--- src/fic_pkg.sv ---
// ----------------------------------------------------------------------------
// fic_pkg
// Shared constants, types and helpers for the isclose compare pipeline.
// ----------------------------------------------------------------------------
`timescale 1ns / 1ps

package fic_pkg;

  localparam int unsigned ELEM_W = 32;
  localparam int unsigned HALF_W = 16;
  localparam int unsigned APB_AW = 5;
  localparam int unsigned APB_DW = 64;

  // element format codes
  localparam logic [1:0] FMT_B32  = 2'd0;
  localparam logic [1:0] FMT_B16  = 2'd1;
  localparam logic [1:0] FMT_BF16 = 2'd2;

  // register indexes
  localparam logic [1:0] REG_FORMAT  = 2'd0;
  localparam logic [1:0] REG_REL_TOL = 2'd1;
  localparam logic [1:0] REG_ABS_TOL = 2'd2;
  localparam logic [1:0] REG_NAN_EQ  = 2'd3;

  // significand widths entering the rounder
  localparam int unsigned ADD_W = 57;
  localparam int unsigned MUL_W = 77;

  localparam int unsigned EXP_W   = 14;
  localparam int unsigned BIAS64  = 1023;
  localparam int unsigned EXP_INF = 2047;

  localparam logic [63:0] QNAN64 = 64'h7FF8_0000_0000_0000;

  typedef logic signed [EXP_W-1:0] exp_t;

  // result forced by an operand class (NaN or infinity)
  typedef struct packed {
    logic        special;
    logic [63:0] bits;
  } fspec_t;

  function automatic logic f64_is_nan(input logic [63:0] x);
    return (x[62:52] == 11'h7FF) && (x[51:0] != 52'b0);
  endfunction

endpackage

--- src/fic_mul.sv ---
// ----------------------------------------------------------------------------
// fic_mul
// Exact product rel_tolerance * |b| in two stages: split partials, then sum.
// ----------------------------------------------------------------------------
`timescale 1ns / 1ps

module fic_mul (
  input  logic                      clk,
  input  logic [1:0]                en,
  input  logic [63:0]               rel_tolerance,
  input  logic [63:0]               b64,
  output logic [fic_pkg::MUL_W-1:0] prod_m,
  output fic_pkg::exp_t             prod_e,
  output logic                      prod_s,
  output fic_pkg::fspec_t           prod_spec
);
  import fic_pkg::*;

  logic [10:0] er_f;
  logic [10:0] er_u;
  logic [10:0] eb_f;
  logic [52:0] mr;
  logic [23:0] mb;
  logic        r_nan;
  logic        r_inf;
  logic        r_zero;
  logic        b_inf;
  logic        b_zero;
  fspec_t      spec;
  exp_t        e_sum;

  always_comb begin
    er_f   = rel_tolerance[62:52];
    er_u   = (er_f == 11'd0) ? 11'd1 : er_f;
    eb_f   = b64[62:52];
    mr     = {er_f != 11'd0, rel_tolerance[51:0]};
    // widened elements carry at most 24 significant bits
    mb     = {eb_f != 11'd0, b64[51:29]};
    r_nan  = f64_is_nan(rel_tolerance);
    r_inf  = (er_f == 11'h7FF) && (rel_tolerance[51:0] == 52'b0);
    r_zero = rel_tolerance[62:0] == 63'b0;
    b_inf  = eb_f == 11'h7FF;
    b_zero = b64[62:0] == 63'b0;
    spec.special = r_nan | r_inf | b_inf;
    spec.bits    = (r_nan | (r_inf & b_zero) | (b_inf & r_zero)) ? QNAN64
                 : {rel_tolerance[63], 11'h7FF, 52'b0};
    e_sum = exp_t'({3'b0, er_u}) + exp_t'({3'b0, eb_f}) - exp_t'(2121);
  end

  logic [50:0] pp_hi;
  logic [49:0] pp_lo;
  exp_t        e1;
  logic        s1;
  fspec_t      spec1;

  always_ff @(posedge clk) begin
    if (en[0]) begin
      pp_hi <= {24'b0, mr[52:26]} * {27'b0, mb};
      pp_lo <= {24'b0, mr[25:0]} * {26'b0, mb};
      e1    <= e_sum;
      s1    <= rel_tolerance[63];
      spec1 <= spec;
    end
    if (en[1]) begin
      prod_m    <= {pp_hi, 26'b0} + {27'b0, pp_lo};
      prod_e    <= e1;
      prod_s    <= s1;
      prod_spec <= spec1;
    end
  end

endmodule

--- config.mk ---
export PLATFORM = sky130hd
export DESIGN_NAME = fic_mul
export DESIGN_NICKNAME = d
export VERILOG_FILES = /design/src/fic_pkg.sv /design/src/fic_mul.sv
export SDC_FILE = /design/constraint.sdc
export NUM_CORES = 2
export LEC_CHECK = 0
export ABC_CLOCK_PERIOD_IN_PS = 22800
export BUFFER_PORTS_ARGS = -buffer_cell sky130_fd_sc_hd__buf_4
export CELL_PAD_IN_SITES_DETAIL_PLACEMENT = 0
export CELL_PAD_IN_SITES_GLOBAL_PLACEMENT = 1
export CORE_MARGIN = 2
export CORE_UTILIZATION = 48
export DETAILED_ROUTE_END_ITERATION = 8
export PLACE_DENSITY_LB_ADDON = 0.1
export REMOVE_ABC_BUFFERS = 1
export SLEW_MARGIN = 10
export SYNTH_ARGS = -nofsm -noshare
export SYNTH_HDL_FRONTEND = slang
export SYNTH_SLANG_ARGS = --single-unit
--- constraint.sdc ---
create_clock -name clk -period 22.8 [get_ports clk]
set_input_delay 2.28 -clock clk [delete_from_list [all_inputs] [get_ports clk]]
set_output_delay 2.28 -clock clk [all_outputs]
set_load 0.02 [all_outputs]
Word level (Yosys, flattened, before mapping)
Index checks and enable logic that the tools add are counted.
Widths: inputs -> output; s select.
{ "totals": {"reg_bits": 338, "latch_bits": 0, "ram_bits": 0, "rom_bits": 0, "input_bits": 131, "out_inout_bits": 157, "wordCells": 36, "n_memories": 0} }
{ "classes": {"add_sub_neg": 3, "n_mul": 2, "n_div": 0, "order_cmp": 0, "n_eq_ne": 2, "n_shift": 0, "n_mux": 2, "n_bitwise": 6, "n_reduce_logical": 9} }
{ "op_table": {"columns": ["op", "count"], "rows": [
  ["$logic_not 63->1", 2],
  ["$add 77x50->77", 1],
  ["$logic_not 52->1", 1],
  ["$mux 52", 1],
  ["$reduce_bool 52->1", 1],
  ["$mul 27x24->51", 1],
  ["$mul 26x24->50", 1],
  ["$eq 11x11->1 const B", 2],
  ["$reduce_bool 11->1", 2],
  ["$sub 12x12->13 const B", 1],
  ["$add 11x11->12", 1],
  ["$logic_not 11->1", 1],
  ["$mux 11", 1],
  ["$or 1x1->1", 4],
  ["$and 1x1->1", 2],
  ["$logic_and 1x1->1", 2]
]} }

Longest topological paths before layout
{ "depth": {"word_depth": 6, "ltp_mapped": 28, "mapped_depth_nobuf": 25} }

Worst setup path before layout
Ideal clock, no wire load.
{ "synth_path": {"kind": "in2reg", "startpoint": "input port rel_tolerance[56]", "endpoint": "register pp_hi[45], data pin", "setup_ns": 0.261, "arrival_time_ns": 8.646, "required_ns": 22.539, "path_slack_ns": 13.894, "stages": 22, "path_buffers": 1, "path_cell_list": "nor4_1 > nand3_1 > clkbuf_1 > and2_1 > fa_1 > fa_1 > fa_1 > inv_1 > fa_1 > fa_1 > fa_1 > fa_1 > inv_1 > ha_1 > a21oi_1 > nor2_1 > or3b_1 > or3b_1 > a31o_1 > a21o_1 > a41oi_2 > xnor2_1"} }
{ "synth_via": {"elab_chain_cells": 2} }
{ "synth_lines": {"columns": ["item", "line", "text"], "rows": [
  ["start: declaration", "fic_mul.sv:10", "input logic [63:0] rel_tolerance,"],
  ["$reduce_bool 11->1", "fic_mul.sv:36", "mr = {er_f != 11'd0, rel_tolerance[51:0]};"],
  ["$mul 27x24->51", "fic_mul.sv:58", "pp_hi <= {24'b0, mr[52:26]} * {27'b0, mb};"],
  ["end signal: assignment", "fic_mul.sv:58", null],
  ["end: declaration", "fic_mul.sv:50", "logic [50:0] pp_hi;"]
]} }
No other way between the ends.
A chain may end at the register's enable or synchronous reset.

Final worst setup path
{ "layout_path": {"startpoint": "input port b64[32]", "endpoint": "register pp_lo[49], data pin"} }
{ "layout_via": {"elab_chain_cells": 1} }
{ "layout_lines": {"columns": ["item", "line", "text"], "rows": [
  ["start: declaration", "fic_mul.sv:11", "input logic [63:0] b64,"],
  ["$mul 26x24->50", "fic_mul.sv:59", "pp_lo <= {24'b0, mr[25:0]} * {26'b0, mb};"],
  ["end signal: assignment", "fic_mul.sv:59", null],
  ["end: declaration", "fic_mul.sv:51", "logic [49:0] pp_lo;"]
]} }
No other way between the ends.

==> summary.txt <==
Floorplan
  • Initial core utilization: 0.486
  • I/O pins: 288
  • Die area: 0.108 mm^2
  • Die H: 328 um
  • Core area: 0.104 mm^2
  • Die X: 328 um
  • Row Count: 118

Final layout
  • Layout cell share with drive strength beyond 1: 0.0576
  • Nets: 6,969
  • Fill cells: 9,907
  • Ant. Diodes: 0
  • Area grow syn2layout: 6.03%

Clock tree
  • CTS max path bufs: 3
  • Root buf cell: clkbuf_16
  • Clk_lat worst skew: 0.58 ns
  • Clk sinks: 212
  • Max H-tree Level: 1
  • Post-CTS Hold Buffers: 0
  • Post-cts sizing count: 0
  • Num CTS Buffers: 24
  • CTS tree: built
  • Clock Pin Slew Worst Setup and Hold Paths: 0.06 ns
  • Post-CTS setup buffer count: 0

Global routing
  • Overflow after GRT: 0
  • GR Util All Layers: 0.261
  • Vias in the first global route: 37,320
  • First-pass GRT wire length: 218 mm
  • Largest net degree at the start of global routing: 66
  • Initial antenna violation count: 3

Route
  • Initial DRC Count: 2,276
  • DRT antenna net count: 0
  • DR WL/cell: 20.1 um
  • DR DRC count: 0
  • WL final: 136 mm
  • Via density per instance: 5.29
  • TritonRoute pass-1 iters: 6
  • Via count: 35,788

Synthesis
  • Area of the mapped netlist: 0.0505 mm^2
  • Ys Warns: 0
  • Synth top area share: 0.427
  • Commonest cells in the netlist: 1,201 x inv_1, 1,076 x fa_1, 866 x nand2_1, 493 x and2_1, 398 x ha_1
  • Asr flop ratio synth: 0
  • Ys flop type: edfxtp_1
  • Syn Inst Count: 5,372
  • FF+latch count, synth: 212
  • Syn_area_per_cell: 9.40 um^2
  • Synth area leader: fa_1
  • Most common cell in the netlist: inv_1
  • Post-synth EDFFs: 212
  • Synth top area cells: fa_1 43%, edfxtp_1 13%, ha_1 9.9%
  • Fraction of the yosys area taken by sequential cells: 0.126
  • Post-synth cell types: 83

Worst hold path
  • Hold path cells: 0
  • Class of the worst hold path: reg -> reg

Timing
  • # setup viols final: 0
  • Hold_ws: 0.417 ns
  • Clock Skew: 0.0306 ns
  • RSZ-0062 raised after global routing: no
  • Setup TNS: 0 ns
  • Final Critical Period: 9.87 ns
  • Final hold viol count: 0
  • Slew margin rel.: 0.297
  • Period utilization: 0.433
  • Final Slew Violations: 0
  • Fmax: 101 MHz
  • Worst-margin pin slew: 1.05 ns

Setup path
  • WS Path Type: in -> reg
  • Worst EP arrival: 10.15 ns
  • CP Max Fanout: 36
  • Worst EP required: 23.08 ns
  • Type of origin of the critical path: primary input
  • Worst Reg-to-Reg Cells: 12
  • CP endpoint kind: register

Place
  • Detail Placement HPWL: 104 mm
  • Port bufs: 224
  • RD Place Congestion: 0.875

Flow run
  • Max cap viols: 0

Status
  • Status: finished, final reports clean
state kept, by name (all words and copies together), names as in the netlist:
| signal | cells |
|---|---|
| prod_s | 1 |
| prod_spec | 3 |
| e1 | 13 |
| pp_lo | 50 |
| prod_e | 13 |
| spec1 | 3 |
| pp_hi | 51 |
| prod_m | 77 |
| s1 | 1 |
layout by cell type, fill, tap and decap left out, types with 4 or more instances in the layout:
cell / n
a41oi_1: 5
and2_1: 493
buf_4: 242
a211oi_1: 11
o21ai_1: 6
ha_1: 398
edfxtp_1: 212
a21o_1: 55
a21boi_0: 4
inv_1: 1201
o21ai_0: 53
xnor2_1: 91
xor2_1: 56
fa_1: 1076
nor2_1: 84
o21a_1: 9
nor2b_1: 14
a21oi_1: 121
o211ai_1: 8
a31oi_1: 14
a311oi_1: 5
o31ai_1: 4
nand3_1: 42
o21bai_1: 15
or3_1: 4
nor3_1: 15
inv_6: 4
nand2b_1: 5
o41ai_1: 4
nor4_1: 43
clkbuf_16: 24
conb_1: 62
nand2_1: 866
and3_1: 11
nor4_2: 4
nand4_1: 30
through the flow:
step / util / setup slack [ns] / cells / instance area [um^2]
after floorplan: - / 13.36 / 5095 / 49200
after global placement: 0.508 / 12.28 / 6718 / 52800
after detailed placement: 0.508 / 12.26 / 6718 / 52800
after CTS: 0.515 / 12.83 / 6760 / 53500
after global routing: 0.515 / 12.58 / 6760 / 53500
final: 0.515 / 12.93 / 6760 / 53500
logic make-up after synthesis:
family | Yosys count | synth area share
XOR/XNOR | 147 | 0.0255
buffers and inverters | 1538 | 0.119
other | 2 | 0.000149
AND/OR/NAND/NOR | 1637 | 0.156
adder cells (fa/ha/maj) | 1474 | 0.525
multiplexers | 2 | 0.000421
flip-flops | 212 | 0.126
AO/OA/AOI/OAI | 360 | 0.0477
area by class of cell:
| cell class | count | area [um^2] | area share |
|---|---|---|---|
| multi-input cells | 3682 | 38300 | 0.716 |
| flip-flops and latches | 212 | 6370 | 0.119 |
| inverters | 1201 | 4510 | 0.0842 |
| repair buffers | 243 | 1830 | 0.0341 |
| well taps | 1380 | 1730 | 0.0323 |
| clock buffers | 26 | 608 | 0.0114 |
| clock inverters | 16 | 155 | 0.00290 |
final timing paths:
check / to / slack (ns) / startpoint
worst max-delay path: pp_lo[49] / 12.93 / b64[32]
worst min-delay path: prod_e[5] / 0.42 / e1[5]
worst max register to register: prod_m[64] / 19.20 / pp_lo[26]
worst min register to register: prod_e[5] / 0.42 / e1[5]
layer usage:
metal / global-route usage / vias to the layer above / share of wire
li1: - / 15948 / -
met1: 0.395 / 18593 / 0.46
met2: 0.416 / 1104 / 0.46
met3: 0.0191 / 143 / 0.055
met4: 0.0509 / 0 / 0.020
met5: 0 / - / 0
worst max-delay path, cell delays in order:
cell      delay, ns
buf_4          0.28
buf_4          0.62
nand2_1        0.17
fa_1           0.57
inv_1          0.05
fa_1           0.49
fa_1           0.55
inv_1          0.06
fa_1           0.50
inv_1          0.06
fa_1           0.53
inv_1          0.05
fa_1           0.48
inv_1          0.06
fa_1           0.43
ha_1           0.43
nand2_1        0.19
o21ai_0        0.30
nor2_1         0.09
a31oi_1        0.54
o211ai_1       0.32
a31oi_1        0.34
a221oi_1       0.18
xnor2_1        0.52
Power is left out: the tool's default activity adds up to more than one toggle a clock period on the data nets, which glitch-free logic cannot reach.
