## src/fic_pkg.sv

```systemverilog
// ----------------------------------------------------------------------------
// fic_pkg
// Shared constants, types and helpers for the isclose compare pipeline.
// ----------------------------------------------------------------------------
`timescale 1ns / 1ps

package fic_pkg;

  localparam int unsigned ELEM_W = 32;
  localparam int unsigned HALF_W = 16;
  localparam int unsigned APB_AW = 5;
  localparam int unsigned APB_DW = 64;

  // element format codes
  localparam logic [1:0] FMT_B32  = 2'd0;
  localparam logic [1:0] FMT_B16  = 2'd1;
  localparam logic [1:0] FMT_BF16 = 2'd2;

  // register indexes
  localparam logic [1:0] REG_FORMAT  = 2'd0;
  localparam logic [1:0] REG_REL_TOL = 2'd1;
  localparam logic [1:0] REG_ABS_TOL = 2'd2;
  localparam logic [1:0] REG_NAN_EQ  = 2'd3;

  // significand widths entering the rounder
  localparam int unsigned ADD_W = 57;
  localparam int unsigned MUL_W = 77;

  localparam int unsigned EXP_W   = 14;
  localparam int unsigned BIAS64  = 1023;
  localparam int unsigned EXP_INF = 2047;

  localparam logic [63:0] QNAN64 = 64'h7FF8_0000_0000_0000;

  typedef logic signed [EXP_W-1:0] exp_t;

  // result forced by an operand class (NaN or infinity)
  typedef struct packed {
    logic        special;
    logic [63:0] bits;
  } fspec_t;

  function automatic logic f64_is_nan(input logic [63:0] x);
    return (x[62:52] == 11'h7FF) && (x[51:0] != 52'b0);
  endfunction

endpackage

```

## src/fic_add.sv

```systemverilog
// ----------------------------------------------------------------------------
// fic_add
// binary64 add front end: swap and align with sticky, then add or subtract.
// ----------------------------------------------------------------------------
`timescale 1ns / 1ps

module fic_add (
  input  logic                      clk,
  input  logic [1:0]                en,
  input  logic [63:0]               x,
  input  logic [63:0]               y,
  output logic [fic_pkg::ADD_W-1:0] sum_m,
  output fic_pkg::exp_t             sum_e,
  output logic                      sum_s,
  output fic_pkg::fspec_t           sum_spec
);
  import fic_pkg::*;

  localparam int unsigned ALN_W = ADD_W - 1;

  logic             x_big;
  logic [63:0]      big;
  logic [63:0]      lit;
  logic [10:0]      e_big;
  logic [10:0]      e_lit;
  logic [10:0]      d;
  logic [ALN_W-1:0] m_big;
  logic [ALN_W-1:0] m_lit;
  logic [ALN_W-1:0] sh;
  logic [ALN_W-1:0] al;
  logic             lost;
  logic             xn;
  logic             yn;
  logic             xi;
  logic             yi;
  fspec_t           spec;

  always_comb begin
    x_big = x[62:0] >= y[62:0];
    big   = x_big ? x : y;
    lit   = x_big ? y : x;
    e_big = (big[62:52] == 11'd0) ? 11'd1 : big[62:52];
    e_lit = (lit[62:52] == 11'd0) ? 11'd1 : lit[62:52];
    m_big = {big[62:52] != 11'd0, big[51:0], 3'b0};
    m_lit = {lit[62:52] != 11'd0, lit[51:0], 3'b0};
    d     = e_big - e_lit;
    sh    = m_lit >> d[5:0];
    lost  = |(m_lit & ~({ALN_W{1'b1}} << d[5:0]));
    if (d >= 11'(ALN_W)) begin
      al = {{(ALN_W-1){1'b0}}, |m_lit};
    end else begin
      al = {sh[ALN_W-1:1], sh[0] | lost};
    end
    xn = f64_is_nan(x);
    yn = f64_is_nan(y);
    xi = (x[62:52] == 11'h7FF) && (x[51:0] == 52'b0);
    yi = (y[62:52] == 11'h7FF) && (y[51:0] == 52'b0);
    spec.special = xn | yn | xi | yi;
    spec.bits    = (xn | yn | (xi & yi & (x[63] != y[63]))) ? QNAN64 : (xi ? x : y);
  end

  logic             s1;
  logic             sub1;
  logic [ALN_W-1:0] mb1;
  logic [ALN_W-1:0] al1;
  logic [10:0]      e1;
  fspec_t           spec1;

  always_ff @(posedge clk) begin
    if (en[0]) begin
      s1    <= big[63];
      sub1  <= big[63] ^ lit[63];
      mb1   <= m_big;
      al1   <= al;
      e1    <= e_big;
      spec1 <= spec;
    end
    if (en[1]) begin
      sum_m    <= sub1 ? ({1'b0, mb1} - {1'b0, al1}) : ({1'b0, mb1} + {1'b0, al1});
      sum_e    <= exp_t'({3'b0, e1}) - exp_t'(1078);
      sum_s    <= s1;
      sum_spec <= spec1;
    end
  end

endmodule

```

## config.mk

```make
export PLATFORM = sky130hd
export DESIGN_NAME = fic_add
export DESIGN_NICKNAME = d
export VERILOG_FILES = /design/src/fic_pkg.sv /design/src/fic_add.sv
export SDC_FILE = /design/constraint.sdc
export NUM_CORES = 1
export LEC_CHECK = 0
export BUFFER_PORTS_ARGS = -buffer_cell sky130_fd_sc_hd__buf_2
export CAP_MARGIN = 10
export CORE_AREA = 2 2 227 229
export DETAILED_ROUTE_END_ITERATION = 10
export DIE_AREA = 0 0 229 231
export GPL_ROUTABILITY_DRIVEN = 0
export PLACE_DENSITY = 0.67
export REMOVE_ABC_BUFFERS = 1
export SETUP_SLACK_MARGIN = 0.2
export SLEW_MARGIN = 20
export SYNTH_ARGS = -nofsm -noshare
export SYNTH_HDL_FRONTEND = slang
export SYNTH_SLANG_ARGS = --single-unit
```

## constraint.sdc

```tcl
create_clock -name clk -period 9.3 [get_ports clk]
set_input_delay 2.325 -clock clk [delete_from_list [all_inputs] [get_ports clk]]
set_output_delay 2.325 -clock clk [all_outputs]
set_load 0.05 [all_outputs]
```

* Word-level counts from Yosys, hierarchy flattened
Cells that the tools add are included.
W data, S select, Z words.
** Operators by class
- Muxes and demuxes :: 7
- Bitwise logic cells :: 10
- Shift-type cells :: 2
- Div/mod/pow operators :: 0
- Equality and inequality tests :: 3
- Add/subtract/negate cells :: 4
- Magnitude comparators :: 2
- Reduce and logical (&&, ||, !) cells :: 14
- Multipliers :: 0
** Operators with widths (number)
- $mux W64 :: 3
- $logic_not A52 Y1 :: 2
- $reduce_bool A52 Y1 :: 2
- $ge A63 B63 Y1 :: 1
- $add A56 B56 Y57 :: 1
- $mux W57 :: 1
- $sub A56 B56 Y57 :: 1
- $and A56 B56 Y56 :: 1
- $not A56 Y56 :: 1
- $reduce_or A56 Y1 :: 1
- $shl A56 B6 Y56 const A :: 1
- $shr A56 B6 Y56 :: 1
- $reduce_or A53 Y1 :: 1
- $eq A11 B11 Y1 const B :: 2
- $logic_not A11 Y1 :: 2
- $mux W11 :: 2
- $reduce_bool A11 Y1 :: 2
- $sub A11 B11 Y12 const B :: 1
- $ge A11 B6 Y1 const B :: 1
- $sub A11 B11 Y11 :: 1
- $or A1 B1 Y1 :: 5
- $logic_and A1 B1 Y1 :: 4
- $and A1 B1 Y1 :: 2
- $mux W1 :: 1
- 2 further kinds :: 2
** Storage, ports and cells
- Bits in latches :: 0
- Output and inout port bits :: 137
- Flip-flop bits (word level) :: 324
- Bits in writable memories :: 0
- Memories :: 0
- Memory bits (read-only) :: 0
- Bits of input ports :: 131

* Longest topological paths before layout
- Depth after elaboration :: 11
- Gate-level depth with buffers :: 33

* Least setup slack after synthesis
No wires, ideal clock.
- Kind :: input port to flip-flop
- Start point :: in y[4]
- End point :: reg al1[0], data pin
- Setup slack :: 1033 ps
- Required time :: 9039 ps
- Stages :: 31
- Data arrival time :: 8007 ps
- Setup time :: 261 ps
- Buffers on the path :: 3
- Cell sequence :: inv_1 > ha_1 > a21o_1 > a211o_1 > a41oi_1 > o21ai_1 > a31oi_1 > nand2_1 > buf_2 > buf_2 > o21ai_0 > nor2_1 > o2111a_1 > nand3_1 > and2_1 > ha_1 > inv_1 > fa_1 > a21o_1 > a21oi_1 > xor2_1 > clkbuf_1 > nand3_1 > a222oi_1 > nand4_1 > o22a_1 > nor4_1 > o2111a_1 > o2111ai_1 > a21oi_1 > a21oi_1
** Between the ends
- Cells in the longest elaborated chain, start to end :: 11
- Elaborated cells between the ends (all ways) :: 18
- Those cells by class :: add/sub (1); order compare (2); shift (2); mux (5); bitwise (3); reduce/logical (5)
** RTL lines
- start: declaration :: RTL line fic_add.sv:11 : input logic [63:0] y,
- $ge A63 B63 Y1 * :: RTL line fic_add.sv:39 : x_big = x[62:0] >= y[62:0];
- $mux W64 * :: RTL line fic_add.sv:40 : big = x_big ? x : y;
- $logic_not A11 Y1 :: RTL line fic_add.sv:42 : e_big = (big[62:52] == 11'd0) ? 11'd1 : big[62:52];
- $mux W11 * :: RTL line fic_add.sv:42
- net e_big[1] :: RTL line fic_add.sv:24 : logic [10:0] e_big;
- $sub A11 B11 Y11 * :: RTL line fic_add.sv:46 : d = e_big - e_lit;
- $shl A56 B6 Y56 :: RTL line fic_add.sv:48 : lost = |(m_lit & ~({ALN_W{1'b1}} << d[5:0]));
- $not A56 Y56 :: RTL line fic_add.sv:48
- $and A56 B56 Y56 :: RTL line fic_add.sv:48
- $reduce_or A56 Y1 :: RTL line fic_add.sv:48
- $or A1 B1 Y1 :: RTL line fic_add.sv:52 : al = {sh[ALN_W-1:1], sh[0] | lost};
- $mux W1 * :: RTL line fic_add.sv:49 : if (d >= 11'(ALN_W)) begin
- net al[0] :: RTL line fic_add.sv:30 : logic [ALN_W-1:0] al;
- end signal: assignment :: RTL line fic_add.sv:74 : al1 <= al;
- end: declaration :: RTL line fic_add.sv:65 : logic [ALN_W-1:0] al1;
The timed path passes the listed nets; every way through them passes the cells marked *.
A chain may end at the register's enable or synchronous reset.

* Worst setup path after layout
Same ends and word-level chain as after synthesis.

==> flow_summary.json <==
{
  "status": "complete, no violations",
  "via_count": 21400,
  "clock_latency_ns": 0.57,
  "syn_area_sq_um": 23900,
  "reg2reg_from": "mb1[3]$_DFFE_PP_",
  "postSynthCellCount": 2450,
  "synth_edf_count": 322,
  "worstMarginPinSlew_ns": 1.05,
  "cts-root-buf": "clkbuf_16",
  "fmax_mhz": 113,
  "cts_buffers": 37,
  "cp_common_cell": "nor2_1",
  "synth-seq-cells": 322,
  "setup_viol": 0,
  "synth-compound-area-share_pct": 18.6,
  "worstHoldPathType": "reg2reg",
  "grt_pass1_vias": 20500,
  "drt-wirelength-per-cell_um": 24.2,
  "area_growth_pct": 13.4,
  "final_nets": 2979,
  "max_stage_delay_ns": 0.49,
  "drive_gt1_share_pct": 16.5,
  "track_usage_pct": 30.0,
  "worstPathArrival_ns": 9.12,
  "dp_cells": 3304,
  "critPathCaptureType": "flop",
  "skew_ns": 0.0177,
  "post_synth_and_or_nand_nor_area_fraction_pct": 14.0,
  "initial_core_util_pct": 47.2,
  "drt_iter0_markers": 3016,
  "tritoncts": "yes",
  "clockBufferDepth": 3,
  "p_per_area_nw_per_um2": 235,
  "maxCapViolations": 0,
  "avgSynthCellArea_sq_um": 9.76,
  "coreArea_sq_um": 50700,
  "die_h_um": 231,
  "whs_ns": 0.415,
  "ys.flop_type": "edfxtp_1",
  "antenna_left": 0,
  "synth_fa_ha_area_share_pct": 9.64,
  "place_hpwl_mm": 62.7,
  "min_from": "spec1[3]$_SDFFCE_PP0P_",
  "antenna_found_initial": 12,
  "slew_headroom_pct": 29.4,
  "chipWidth_um": 229,
  "wl_mm": 81.9,
  "route.detailed.drc": 0,
  "peakVddDrop_mv": 0.217,
  "crit_fanout": 25,
  "ctsHtreeMaxLevel": 2,
  "p_leak_uw": 0.0114,
  "synth_top_family_by_area": "compound AO/OA/AOI/OAI gates",
  "first_pass_iters": 7,
  "grt_pass1_wl_mm": 123,
  "portBuffers": 267,
  "muxShareOfSynthArea_pct": 9.48,
  "setup-tns-final_ns": 0,
  "required_ns": 9.57,
  "startpoint_type": "primary input",
  "dieArea_sq_um": 52900,
  "grt_start_max_net_pins": 76,
  "rsz0062_at_grt": "no",
  "pre_cts_slack_ns": 0.0364,
  "fin_cells": 3379,
  "async_flop_share_pct": 0,
  "finalCritPeriodShare_pct": 95.1,
  "path_clk_slew_ns": 0.06,
  "io-pin-count": 268,
  "setup_ws_ns": 0.454,
  "layout_min_cycle_time_ns": 8.85,
  "yosys_warnings": 0,
  "synth_cell_type_count": 90,
  "startpoint": "y[4]",
  "clkSinkCount": 322,
  "seq_area_frac_synth_pct": 40.4,
  "cp_slowest_cell": "or4_1",
  "hold_violations": 0,
  "slew_violations": 0,
  "critical_path_class": "in2reg",
  "routed_via_density": 6.34,
  "grt_overflow": 0,
  "fillers": 4551,
  "row_count": 83,
  "synth_xor_area_share_pct": 2.56,
  "utilization_pct": 53.5
}
==> where the power goes <==
part / internal (uW) / switching, uW
logic: 975 / 2070
registers: 1820 / 76.4
clock network: 823 / 615
==> layout by cell type (no fill, tap or decap), types with 39 or more instances in the layout <==
master | Yosys | final
edfxtp_1 | 322 | 322
buf_2 | 20 | 265
a21oi_1 | 251 | 251
nand2_1 | 194 | 193
inv_1 | 183 | 182
ha_1 | 181 | 180
nor2_1 | 162 | 160
o21ai_0 | 152 | 152
mux2i_1 | 121 | 121
and3_1 | 79 | 79
xnor2_1 | 58 | 56
nor3_1 | 50 | 50
a21o_1 | 44 | 44
buf_4 | 4 | 42
nand3_1 | 39 | 39
clkbuf_16 | 0 | 39
==> synth_stat cells (all sizes together) (14+ instances only) <==
| cell type | instances | area [sq um] |
|---|---|---|
| a211oi | 25 | 193 |
| a21o | 44 | 330 |
| a21oi | 252 | 1260 |
| a31oi | 20 | 131 |
| and2 | 14 | 87.6 |
| and3 | 80 | 505 |
| buf | 46 | 244 |
| clkbuf | 88 | 330 |
| edfxtp | 322 | 9670 |
| ha | 181 | 2260 |
| inv | 183 | 687 |
| mux2i | 121 | 1210 |
| mux4 | 43 | 1010 |
| nand2 | 194 | 728 |
| nand2b | 15 | 93.8 |
| nand3 | 40 | 205 |
| nand4 | 33 | 219 |
| nor2 | 163 | 628 |
| nor2b | 19 | 119 |
| nor3 | 50 | 250 |
| nor4 | 35 | 240 |
| o211ai | 15 | 113 |
| o21a | 21 | 158 |
| o21ai | 161 | 806 |
| o21bai | 26 | 195 |
| o31ai | 15 | 118 |
| or3 | 14 | 87.6 |
| xnor2 | 58 | 508 |
==> timing repair <==
action	in CTS	in global routing
resized for setup	0	3
setup buffers	0	2
endpoints found under the setup margin	0	16
hold buffers	0	0
endpoints found under the hold margin	0	0
==> metrics by stage <==
step | power [uW] | cell area [sq um]
detailed placement | 4830 | 25900
floorplan | 3940 | 23300
global placement | 4800 | 25900
finish | 6380 | 27100
CTS | 6270 | 27100
global route | 6610 | 27100
==> cell type report <==
cell class,count,area [sq um],share of cell area (%)
Multi-Input combinational cell,1811,13000,48.1
Sequential cell,322,9670,35.7
Timing Repair Buffer,310,1680,6.18
Clock buffer,43,991,3.65
Tap cell,680,851,3.14
Inverter,183,687,2.53
Clock inverter,25,191,0.706
Antenna cell,5,12.5,0.0461
==> worst max-delay path, delay by kind of cell <==
| kind | cells | cell delay (ns) |
|---|---|---|
| buffers and inverters | 4 | 0.62 |
| AND/OR/NAND/NOR | 8 | 1.51 |
| XOR/XNOR | 1 | 0.07 |
| AO/OA/AOI/OAI | 14 | 3.54 |
| adder cells (fa/ha/maj) | 3 | 1.00 |
==> worst paths after layout <==
kind | endpoint | slack (ns) | cells after the start
worst max register to register | sum_m[51]$_DFFE_PP_ | 4.53 | 15
worst min-delay path | sum_spec[3]$_DFFE_PP_ | 0.41 | 0
worst min register to register | sum_spec[3]$_DFFE_PP_ | 0.41 | 0
worst max-delay path | al1[0]$_DFFE_PP_ | 0.45 | 30
==> cell families (layout without fill, tap and decap cells) <==
kind of cell,count (synthesis),count (layout)
muxes,168,168
AOI/OAI and AO/OA,710,710
DFF,322,322
xor gates and xnor gates,70,70
other,0,5
adders and majority gates,183,183
buffers and inverters,317,561
and+or+nand+nor,680,680
==> metal layers <==
layer | GRT usage (%) | up-vias | share of wire (%)
met2 | 46.9 | 1370 | 44
met1 | 37.9 | 10100 | 38
met5 | 0 | - | 0.10
li1 | - | 9603 | -
met3 | 7.79 | 356 | 11
met4 | 16.8 | 12 | 6.5
==> sequential cells by signal (all words and copies together), names as in the netlist <==
| name | flops |
|---|---|
| spec1 | 65 |
| sum_spec | 65 |
| sum_m | 57 |
| al1 | 56 |
| mb1 | 53 |
| sum_e | 12 |
| e1 | 11 |
| s1 | 1 |
| sub1 | 1 |
| sum_s | 1 |
No activity file was read; power rests on OpenSTA's default activity.
