===== src/fic_pkg.sv =====
// ----------------------------------------------------------------------------
// fic_pkg
// Shared constants, types and helpers for the isclose compare pipeline.
// ----------------------------------------------------------------------------
`timescale 1ns / 1ps

package fic_pkg;

  localparam int unsigned ELEM_W = 32;
  localparam int unsigned HALF_W = 16;
  localparam int unsigned APB_AW = 5;
  localparam int unsigned APB_DW = 64;

  // element format codes
  localparam logic [1:0] FMT_B32  = 2'd0;
  localparam logic [1:0] FMT_B16  = 2'd1;
  localparam logic [1:0] FMT_BF16 = 2'd2;

  // register indexes
  localparam logic [1:0] REG_FORMAT  = 2'd0;
  localparam logic [1:0] REG_REL_TOL = 2'd1;
  localparam logic [1:0] REG_ABS_TOL = 2'd2;
  localparam logic [1:0] REG_NAN_EQ  = 2'd3;

  // significand widths entering the rounder
  localparam int unsigned ADD_W = 57;
  localparam int unsigned MUL_W = 77;

  localparam int unsigned EXP_W   = 14;
  localparam int unsigned BIAS64  = 1023;
  localparam int unsigned EXP_INF = 2047;

  localparam logic [63:0] QNAN64 = 64'h7FF8_0000_0000_0000;

  typedef logic signed [EXP_W-1:0] exp_t;

  // result forced by an operand class (NaN or infinity)
  typedef struct packed {
    logic        special;
    logic [63:0] bits;
  } fspec_t;

  function automatic logic f64_is_nan(input logic [63:0] x);
    return (x[62:52] == 11'h7FF) && (x[51:0] != 52'b0);
  endfunction

endpackage


===== src/fic_widen.sv =====
// ----------------------------------------------------------------------------
// fic_widen
// Exact widening of both raw elements to binary64, one register stage.
// ----------------------------------------------------------------------------
`timescale 1ns / 1ps

module fic_widen (
  input  logic                      clk,
  input  logic                      en,
  input  logic [1:0]                number_format,
  input  logic [fic_pkg::ELEM_W-1:0] elem_a,
  input  logic [fic_pkg::ELEM_W-1:0] elem_b,
  output logic [63:0]               a64,
  output logic [63:0]               b64,
  output logic                      a_nan,
  output logic                      b_nan
);
  import fic_pkg::*;

  function automatic logic [63:0] widen(input logic [ELEM_W-1:0] raw, input logic [1:0] fmt);
    logic        s;
    logic [7:0]  e;
    logic [7:0]  emax;
    logic [22:0] m;
    logic [22:0] mn;
    logic [10:0] off;
    logic [4:0]  k;
    logic        found;
    unique case (fmt)
      FMT_B16: begin
        s    = raw[HALF_W-1];
        e    = {3'b0, raw[14:10]};
        m    = {raw[9:0], 13'b0};
        emax = 8'h1F;
        off  = 11'd1008;
      end
      FMT_BF16: begin
        s    = raw[HALF_W-1];
        e    = raw[14:7];
        m    = {raw[6:0], 16'b0};
        emax = 8'hFF;
        off  = 11'd896;
      end
      default: begin
        s    = raw[31];
        e    = raw[30:23];
        m    = raw[22:0];
        emax = 8'hFF;
        off  = 11'd896;
      end
    endcase
    // shift count that brings the leading one of a subnormal to the hidden place
    k     = 5'd0;
    found = 1'b0;
    for (int i = 22; i >= 0; i--) begin
      if (!found && m[i]) begin
        k     = 5'(23 - i);
        found = 1'b1;
      end
    end
    mn = m << k;
    if (e == emax) begin
      return {s, 11'h7FF, m, 29'b0};
    end else if (e == 8'd0 && m == 23'd0) begin
      return {s, 63'b0};
    end else if (e == 8'd0) begin
      return {s, off + 11'd1 - {6'b0, k}, mn, 29'b0};
    end else begin
      return {s, off + {3'b0, e}, m, 29'b0};
    end
  endfunction

  logic [63:0] wa;
  logic [63:0] wb;

  assign wa = widen(elem_a, number_format);
  assign wb = widen(elem_b, number_format);

  always_ff @(posedge clk) begin
    if (en) begin
      a64   <= wa;
      b64   <= wb;
      a_nan <= f64_is_nan(wa);
      b_nan <= f64_is_nan(wb);
    end
  end

endmodule


===== config.mk =====
export PLATFORM = sky130hd
export DESIGN_NAME = fic_widen
export DESIGN_NICKNAME = d
export VERILOG_FILES = /design/src/fic_pkg.sv /design/src/fic_widen.sv
export SDC_FILE = /design/constraint.sdc
export NUM_CORES = 1
export LEC_CHECK = 0
export BUFFER_PORTS_ARGS = -buffer_cell sky130_fd_sc_hd__buf_2
export CELL_PAD_IN_SITES_DETAIL_PLACEMENT = 2
export CELL_PAD_IN_SITES_GLOBAL_PLACEMENT = 2
export CORE_ASPECT_RATIO = 0.7
export CORE_MARGIN = 5
export CORE_UTILIZATION = 32
export DETAILED_ROUTE_END_ITERATION = 16
export HOLD_SLACK_MARGIN = 0.05
export PLACE_DENSITY = 0.93
export SYNTH_ARGS = -nofsm -noshare
export SYNTH_HDL_FRONTEND = slang
export SYNTH_SLANG_ARGS = --single-unit

===== constraint.sdc =====
create_clock -name clk -period 5.1 [get_ports clk]
set_input_delay 0.255 -clock clk [delete_from_list [all_inputs] [get_ports clk]]
set_output_delay 0.255 -clock clk [all_outputs]
set_load 0.005 [all_outputs]

* Word level (Yosys, flattened, before mapping)
Cells that the tools add are included.
** Storage, ports and cells
- Bits in registers :: 130
- Output and inout bits :: 130
** Cells by class
- $add $sub $neg :: 5
- Equality and inequality tests :: 6
- Shift operators :: 2
- Mux-type cells :: 104
- Reduce and logical (&&, ||, !) cells :: 99
** Operators by type and width (count)
- 2-to-1 mux 63 bit :: 6
- 2-to-1 mux 5 bit :: 44
- nonzero test 52 bit :: 2
- case mux 23 bit (2 select lines) :: 2
- logical AND 1 bit :: 48
- 2-to-1 mux 1 bit :: 48
- zero test 23 bit :: 2
- << shifter 23 x 5 -> 23 bit :: 2
- zero test 1 bit :: 44
- case mux 8 bit (2 select lines) :: 2
- adder 11 x 8 -> 11 bit :: 2
- == test 11 bit, second input constant :: 2
- subtractor 11 x 5 -> 11 bit :: 2
- == test 8 bit :: 2
- zero test 8 bit :: 2
- adder 11 x 1 -> 11 bit, second input constant :: 1
- 2-to-1 mux 8 bit :: 1
- 2-to-1 mux 7 bit :: 1
- == test 2 x 1 -> 1 bit, second input constant :: 1
- == test 2 bit, second input constant :: 1
- OR reduction 2 bit :: 1

* Longest topological paths before layout
Gate-level depths: netlist (run 1).
- Depth in word-level cells :: 75
- Mapped depth :: 22
- Mapped depth without buffers :: 15

* Least setup slack after synthesis (run 1)
Ideal clock, no wire load.
- Path type :: input to register
- Start point :: in number_format[1]
- End point :: reg b_nan, data pin
- Setup time :: 259 ps
- Arrival :: 4093 ps
- Required time :: 4841 ps
- Slack :: 748 ps
- Stages on the path :: 17
- Cells stage by stage :: inv_1 ha_1 buf_4 buf_6 a22oi_1 o21a_1 and4_1 buf_6 o211ai_1 nand3_2 buf_2 a221oi_1 o32a_1 nand3_1 or4_1 or4_1 o31a_1
** Between the ends
- Longest elaborated chain between the ends :: 75
** RTL lines
- from (decl) :: RTL line fic_widen.sv:10 : input logic [1:0] number_format,
- == test 2 bit or == test 2 x 1 -> 1 bit (tied branches) :: RTL line fic_widen.sv:29 : unique case (fmt)
- case mux 23 bit (2 select lines) :: RTL line fic_widen.sv:29
- 2-to-1 mux 1 bit :: RTL line fic_widen.sv:56 : if (!found && m[i]) begin
- zero test 1 bit :: RTL line fic_widen.sv:56
- logical AND 1 bit :: RTL line fic_widen.sv:56
- 2-to-1 mux 1 bit :: RTL line fic_widen.sv:56
- zero test 1 bit :: RTL line fic_widen.sv:56
- logical AND 1 bit :: RTL line fic_widen.sv:56
- [60 not listed]
- 2-to-1 mux 5 bit :: RTL line fic_widen.sv:56
- << shifter 23 x 5 -> 23 bit :: RTL line fic_widen.sv:61 : mn = m << k;
- 2-to-1 mux 63 bit :: RTL line fic_widen.sv:66 : end else if (e == 8'd0) begin
- 2-to-1 mux 63 bit :: RTL line fic_widen.sv:64 : end else if (e == 8'd0 && m == 23'd0) begin
- 2-to-1 mux 63 bit * :: RTL line fic_widen.sv:62 : if (e == emax) begin
- via wb[43] :: RTL line fic_widen.sv:74 : logic [63:0] wb;
- nonzero test 52 bit * :: RTL line fic_pkg.sv:44 : return (x[62:52] == 11'h7FF) && (x[51:0] != 52'b0);
- logical AND 1 bit * :: RTL line fic_pkg.sv:44
- to (signal assigned) :: RTL line fic_widen.sv:84 : b_nan <= f64_is_nan(wb);
- to (decl) :: RTL line fic_widen.sv:16 : output logic b_nan
The timed path passes the listed nets; every way through them passes the cells marked *.
A chain may end at the register's enable or synchronous reset.

* Worst setup path in the final report (run 1)
- Start point :: in number_format[0]
- End point :: reg a_nan, data pin
** Between the ends
- Longest elaborated chain between the ends :: 75
** RTL lines
- == test 2 bit or == test 2 x 1 -> 1 bit (tied branches) :: RTL line fic_widen.sv:29
- case mux 23 bit (2 select lines) :: RTL line fic_widen.sv:29
- 2-to-1 mux 1 bit :: RTL line fic_widen.sv:56
- zero test 1 bit :: RTL line fic_widen.sv:56
- logical AND 1 bit :: RTL line fic_widen.sv:56
- 2-to-1 mux 1 bit :: RTL line fic_widen.sv:56
- zero test 1 bit :: RTL line fic_widen.sv:56
- logical AND 1 bit :: RTL line fic_widen.sv:56
- [60 not listed]
- 2-to-1 mux 5 bit :: RTL line fic_widen.sv:56
- << shifter 23 x 5 -> 23 bit :: RTL line fic_widen.sv:61
- 2-to-1 mux 63 bit :: RTL line fic_widen.sv:66
- 2-to-1 mux 63 bit :: RTL line fic_widen.sv:64
- 2-to-1 mux 63 bit * :: RTL line fic_widen.sv:62
- via wa[45] :: RTL line fic_widen.sv:73 : logic [63:0] wa;
- nonzero test 52 bit * :: RTL line fic_pkg.sv:44
- logical AND 1 bit * :: RTL line fic_pkg.sv:44
- to (signal assigned) :: RTL line fic_widen.sv:83 : a_nan <= f64_is_nan(wa);
- to (decl) :: RTL line fic_widen.sv:15 : output logic a_nan,
Marks and branches as above.

==> flow_metrics.py, run 1 <==
metrics = {
    "worst_setup_path": {
        "critPathBufInv": 6,
        "start_kind": "input port",
        "worstPathRequired_ns": 5.21,
        "critical_path_class": "input port to flip-flop",
        "worstSetupEndpointType": "flip-flop",
        "crit_cells": 19,
        "cp_top_family": "simple AND/OR/NAND/NOR gates",
        "crit_arrival_ns": 5.12,
        "slowest_stage": "ha_4",
        "crit_path_max_fanout": 41,
        "critPathMostFrequentCell": "buf_4",
        "cp_slowest_stage_delay_ns": 0.51,
        "worstPathCellList": "buf_2, inv_1, ha_4, buf_4, nand3b_1, nand2_1, nor3_1, buf_4, nand4_1, nand2_1, inv_1, buf_4, a21oi_1, a221oi_1, o221ai_1, o211ai_1, nor4_1, nand4_1, o41a_1",
    },
    "timing": {
        "fin_crit_sh": 0.982,
        "slew_headroom": 0.310,
        "finalSetupViolCount": 0,
        "tns_ns": 0,
        "hold_viol": 0,
        "fin_ws_ns": 0.0903,
        "fmax_mhz": 200,
        "rsz0062_at_grt": "false",
        "worstMarginPinSlew_ns": 1.03,
        "hold_slack_ns": 0.278,
        "period_needed_ns": 5.01,
        "maxSlewViolCount": 0,
    },
    "logic_synthesis": {
        "ys_seq_elements": 72,
        "async_flop_share": 0,
        "ys.flop_type": "edfxtp_1",
        "ys_warn_count": 0,
        "synthAdderAreaFrac": 0.0260,
        "synth_top_family_by_area": "compound AO/OA/AOI/OAI gates",
        "syn_inst": 1031,
        "synth.area.mux_share": 0.0337,
        "synth_xor_area_frac": 0.0116,
        "syn_avg_cell_area_um2": 8.04,
        "synthSimpleGateAreaFrac": 0.238,
        "yosysSeqAreaShare": 0.261,
        "synth_cell_types": 100,
        "synth_edf_count": 72,
        "synth-compound-area-share": 0.319,
        "synth_area_um2": 8290,
    },
    "drt": {
        "ant_nets": 0,
        "drc": 0,
        "firstDrtPassIters": 9,
        "first_iter_violations": 1620,
        "vias_per_cell": 6.87,
        "wirelength_um": 46400,
        "vias": 10400,
        "wl_per_cell_um": 30.6,
    },
    "global_routing": {
        "grt_max_degree": 46,
        "overflow": 0,
        "grt_pass1_wl_um": 68500,
        "grt_pass1_vias": 10600,
        "antenna_found_initial": 5,
        "grt_util_all_layers": 0.304,
    },
    "clock_network": {
        "numCtsBuffers": 9,
        "cts_root_buffer": "clkbuf_16",
        "clk_path_buf_depth": 2,
        "cts_sinks": 72,
        "htreeDepth": 3,
        "cts_tree": "yes",
        "ctsHoldBuffers": 0,
        "cts.clk_slew.worst_paths_ns": 0.08,
    },
    "die": {
        "die_height_um": 145,
        "die_w_um": 202,
        "initial_utilization": 0.324,
        "io_pins": 198,
        "placeableCoreArea_um2": 25600,
        "dieArea_um2": 29300,
        "row_count": 49,
    },
    "outcome": {
        "status": "finished clean",
    },
    "finish": {
        "drive_above_1_share": 0.228,
        "multi_input_area_um2": 5450,
        "n_fill_cell": 2937,
        "layout.nets": 1261,
        "syn_to_final_growth_pct": 16.9,
        "fin_cells": 1517,
        "stdcell_area_um2": 9690,
        "regArea_um2": 2160,
    },
    "placed_design": {
        "gp_congestion": 1.10,
        "place_area_um2": 9370,
        "hpwlAfterDp_um": 34900,
        "dp_cells": 1497,
        "preCtsSetupSlack_ns": -0.0282,
        "io_buffers": 139,
    },
    "power_and_ir_drop": {
        "ir_drop_v": 0.000161,
        "power.density_nw_per_um2": 309,
        "p_leak_nw": 3.89,
    },
    "job": {
        "maxCapViolations": 0,
    },
    "min_path": {
        "hold_depth": 2,
        "hold_path_class": "input port to flip-flop",
    },
}
-- timing repair --
| action | CTS | global route |
|---|---|---|
| gates resized for setup | 0 | 2 |
| setup endpoints to repair | 0 | 1 |
| setup buffers | 0 | 0 |
-- cells in the mapped netlist, drive strengths merged, types with 12 or more instances --
library cell | number | area, µm²
a22oi | 21 | 168
mux2i | 20 | 200
o21a | 12 | 90.1
nor2 | 78 | 295
a31oi | 15 | 100
nand3 | 38 | 195
o22ai | 16 | 100
edfxtp | 72 | 2160
nand2 | 118 | 450
clkbuf | 36 | 135
and2 | 14 | 90.1
a221oi | 19 | 185
inv | 21 | 81.3
a221o | 23 | 230
o21ai | 82 | 418
nor4 | 13 | 96.3
nor2b | 13 | 81.3
or4 | 12 | 90.1
nor3 | 39 | 205
ha | 14 | 175
buf | 98 | 697
nand4 | 13 | 81.3
nand2b | 16 | 100
a21oi | 50 | 258
-- report_power, final --
group | total, mW | switching [mW] | internal, mW
clock network | 0.674 | 0.291 | 0.384
registers | 0.761 | 0.0210 | 0.740
logic | 1.56 | 1.05 | 0.511
-- sequential cells by signal, indices dropped and copies added (netlist names) --
register / cells
a64: 35
a_nan: 1
b64: 35
b_nan: 1
-- per-stage QoR --
step | total power, mW | util
2_1_floorplan | 1.64 | -
3_3_place_gp | 2.11 | 0.366
3_5_place_dp | 2.21 | 0.366
4_1_cts | 2.91 | 0.377
5_1_grt | 3.08 | 0.378
6_report | 2.99 | 0.378
-- cell families (layout without fill, tap and decap cells) --
logic type / after synthesis / count (layout)
fa+ha+maj: 16 / 16
compound gates: 358 / 358
xor+xnor: 11 / 11
flops: 72 / 72
mux: 25 / 25
other cells: 1 / 62
buf+inv: 156 / 250
simple gates: 392 / 392
-- per-layer routing --
metal  wire [µm]  up-vias  GRT usage
li1            -     4183          -
met1       18700     5063      0.417
met2       18400      933      0.436
met3        6690      240      0.102
met4        2560        6      0.134
met5          41        -          0
-- placed cells by master (no fill, tap or decap), types with 23 or more instances in the layout --
cell	Yosys	routed
edfxtp_1	72	72
o21ai_0	76	76
buf_2	20	139
a21oi_1	48	48
nand3_1	37	37
nor3_1	37	37
conb_1	1	58
nor2_1	77	77
a221o_1	23	23
buf_4	63	71
nand2_1	117	117
-- layout make-up --
cell class              instances  share of cell area
clock buffers                   9              0.0232
inverters                      22             0.00878
diodes                          4             0.00103
multi-input cells             860               0.562
repair buffers                212               0.131
well taps                     331              0.0427
flip-flops and latches         72               0.223
clock inverters                 7             0.00801
-- worst paths after layout --
path	startpoint	to	slack [ns]
hold / removal	elem_a[31]	a64[63]$_DFFE_PP_	0.28
setup / recovery	number_format[0]	a_nan$_DFFE_PP_	0.09
Note: power is estimated with default switching activity, not from simulation.
==> run 2, diff against run 1 <==
==> config.mk (replaced) <==
export PLATFORM = sky130hd
export DESIGN_NAME = fic_widen
export DESIGN_NICKNAME = d
export VERILOG_FILES = /design/src/fic_pkg.sv /design/src/fic_widen.sv
export SDC_FILE = /design/constraint.sdc
export NUM_CORES = 1
export LEC_CHECK = 0
export CELL_PAD_IN_SITES_DETAIL_PLACEMENT = 2
export CELL_PAD_IN_SITES_GLOBAL_PLACEMENT = 2
export CORE_ASPECT_RATIO = 0.7
export CORE_MARGIN = 5
export CORE_UTILIZATION = 38
export DETAILED_ROUTE_END_ITERATION = 16
export DONT_BUFFER_PORTS = 1
export HOLD_SLACK_MARGIN = 0.05
export PLACE_DENSITY = 0.92
export SYNTH_ARGS = -nofsm -noshare
export SYNTH_HDL_FRONTEND = slang
export SYNTH_SLANG_ARGS = --single-unit
==> run 2 against run 1 <==
Against the previous run:
- total power is 4.3% lower
- non-clock buffer count is 158 lower
- hold slack got worse by 0.20 ns
- largest cell class unchanged
- via count decreased by 6.9%
- sequential power grew 3.8%
- global-route usage grew 2.9 points
- die area is 15% lower
- setup slack better by 0.019 ns
- final cell count fell by 13%
- fmax up 0.39%
- largest power group unchanged
- sequential share of layout area increased by 2.2 points
- wire length fell by 1.4%
==> flow_metrics.py, run 2 (same netlist as run 1, synthesis figures left out) <==
metrics = {
    "outcome": {
        "status": "finished clean",
    },
    "timing": {
        "finalSetupViolCount": 0,
        "rsz0062_at_grt": "false",
        "hold_slack_ns": 0.0751,
        "tns_ns": 0,
        "hold_viol": 0,
        "maxSlewViolCount": 0,
        "worstMarginPinSlew_ns": 0.937,
        "slew_headroom": 0.373,
        "period_needed_ns": 4.99,
        "fin_crit_sh": 0.978,
        "fmax_mhz": 200,
    },
    "worst_setup_path": {
        "crit_arrival_ns": 5.09,
        "slowest_stage": "ha_4",
        "start_kind": "input port",
        "crit_path_max_fanout": 41,
        "critical_path_class": "input port to flip-flop",
        "worstSetupEndpointType": "flip-flop",
        "worstPathRequired_ns": 5.20,
        "cp_slowest_stage_delay_ns": 0.50,
        "critPathMostFrequentCell": "o21ai_0",
        "worstPathCellList": "inv_1, ha_4, buf_4, o21a_1, o311ai_1, nor2_2, a21oi_1, o21ai_0, nand2_1, o21ai_0, a2111oi_0, a221o_1, or4_1, o41a_1",
    },
    "clock_network": {
        "cts_tree": "yes",
        "htreeDepth": 3,
        "post_cts_buffers": 0,
        "numCtsBuffers": 9,
        "cts_sinks": 72,
        "cts.clk_slew.worst_paths_ns": 0.08,
        "cts_root_buffer": "clkbuf_16",
        "ctsResizeCount": 0,
        "clk_path_buf_depth": 2,
    },
    "finish": {
        "final_common_cell": "nand2_1",
        "syn_to_final_growth_pct": 6.22,
        "n_fill_cell": 2442,
        "reg_top3": "a64 (35), b64 (35)",
        "layout.nets": 1103,
        "layout_common_cells": "nand2_1 (117), nor2_1 (77), o21ai_0 (76)",
        "regArea_um2": 2160,
        "drive_above_1_share": 0.108,
        "multi_input_area_um2": 5440,
        "fin_util": 0.408,
    },
    "global_routing": {
        "grt_pass1_wl_um": 64300,
        "grt_util_all_layers": 0.332,
        "grt_max_degree": 73,
        "overflow": 0,
        "antenna_found_initial": 9,
        "grt_pass1_vias": 9579,
    },
    "min_path": {
        "hold_path_class": "input port to flip-flop",
        "hold_depth": 1,
    },
    "drt": {
        "first_iter_violations": 1651,
        "firstDrtPassIters": 6,
        "drc": 0,
        "wirelength_um": 45700,
        "vias": 9702,
        "vias_per_cell": 7.38,
        "wl_per_cell_um": 34.8,
        "ant_nets": 0,
    },
    "die": {
        "die_height_um": 134,
        "row_count": 45,
        "die_w_um": 187,
        "io_pins": 198,
        "placeableCoreArea_um2": 21600,
        "initial_utilization": 0.384,
        "dieArea_um2": 24900,
    },
    "power_and_ir_drop": {
        "ir_drop_v": 0.000170,
        "power.density_nw_per_um2": 325,
        "p_leak_nw": 3.27,
    },
    "placed_design": {
        "gp_congestion": 1.13,
        "io_buffers": 0,
        "hpwlAfterDp_um": 33300,
    },
    "job": {
        "maxCapViolations": 0,
    },
}
run 2: cell type report:
cell class                      count  area share
Antenna cell                        8     0.00227
Clock buffer                        9      0.0256
Multi-Input combinational cell    860       0.618
Clock inverter                      7      0.0108
Timing Repair Buffer               54      0.0483
Inverter                           22     0.00966
Tap cell                          282      0.0401
Sequential cell                    72       0.246
run 2: worst max-delay path: cells and delay by family:
kind                       cells  cell delay, ns
AOI/OAI and AO/OA              8            2.72
adders and majority gates      1            0.50
buffers and inverters          2            0.45
and+or+nand+nor                3            1.13
run 2: stage by stage:
stage | instances | setup WS [ns] | instance area [µm²] | power (mW)
floorplan | 1088 | 0.748 | 8500 | 1.64
global route | 1312 | 0.0250 | 8800 | 2.93
finish | 1314 | 0.110 | 8810 | 2.87
CTS | 1306 | 0.411 | 8790 | 2.76
global placement | 1289 | 0.292 | 8440 | 1.93
detailed placement | 1289 | 0.0993 | 8440 | 2.02
run 2: timing repair:
action	in CTS	in global routing
setup endpoints to repair	0	0
hold buffers	1	0
endpoints found under the hold margin	72	0
run 2: final timing paths:
kind,from,end,slack (ns)
worst max-delay path,number_format[0],a_nan$_DFFE_PP_,0.11
worst min-delay path,elem_a[6],a64[35]$_DFFE_PP_,0.08
run 2: per-layer routing:
metal / share of wire / vias up / track usage
li1: - / 3861 / -
met1: 0.40 / 4689 / 0.458
met2: 0.39 / 949 / 0.463
met3: 0.16 / 199 / 0.141
met4: 0.049 / 4 / 0.119
met5: 0.00046 / - / 0
run 2: power by group:
part	switching (mW)	internal [mW]	leakage, nW
Sequential	0.0469	0.743	0.699
Combinational	0.945	0.417	2.41
Clock	0.283	0.429	0.156
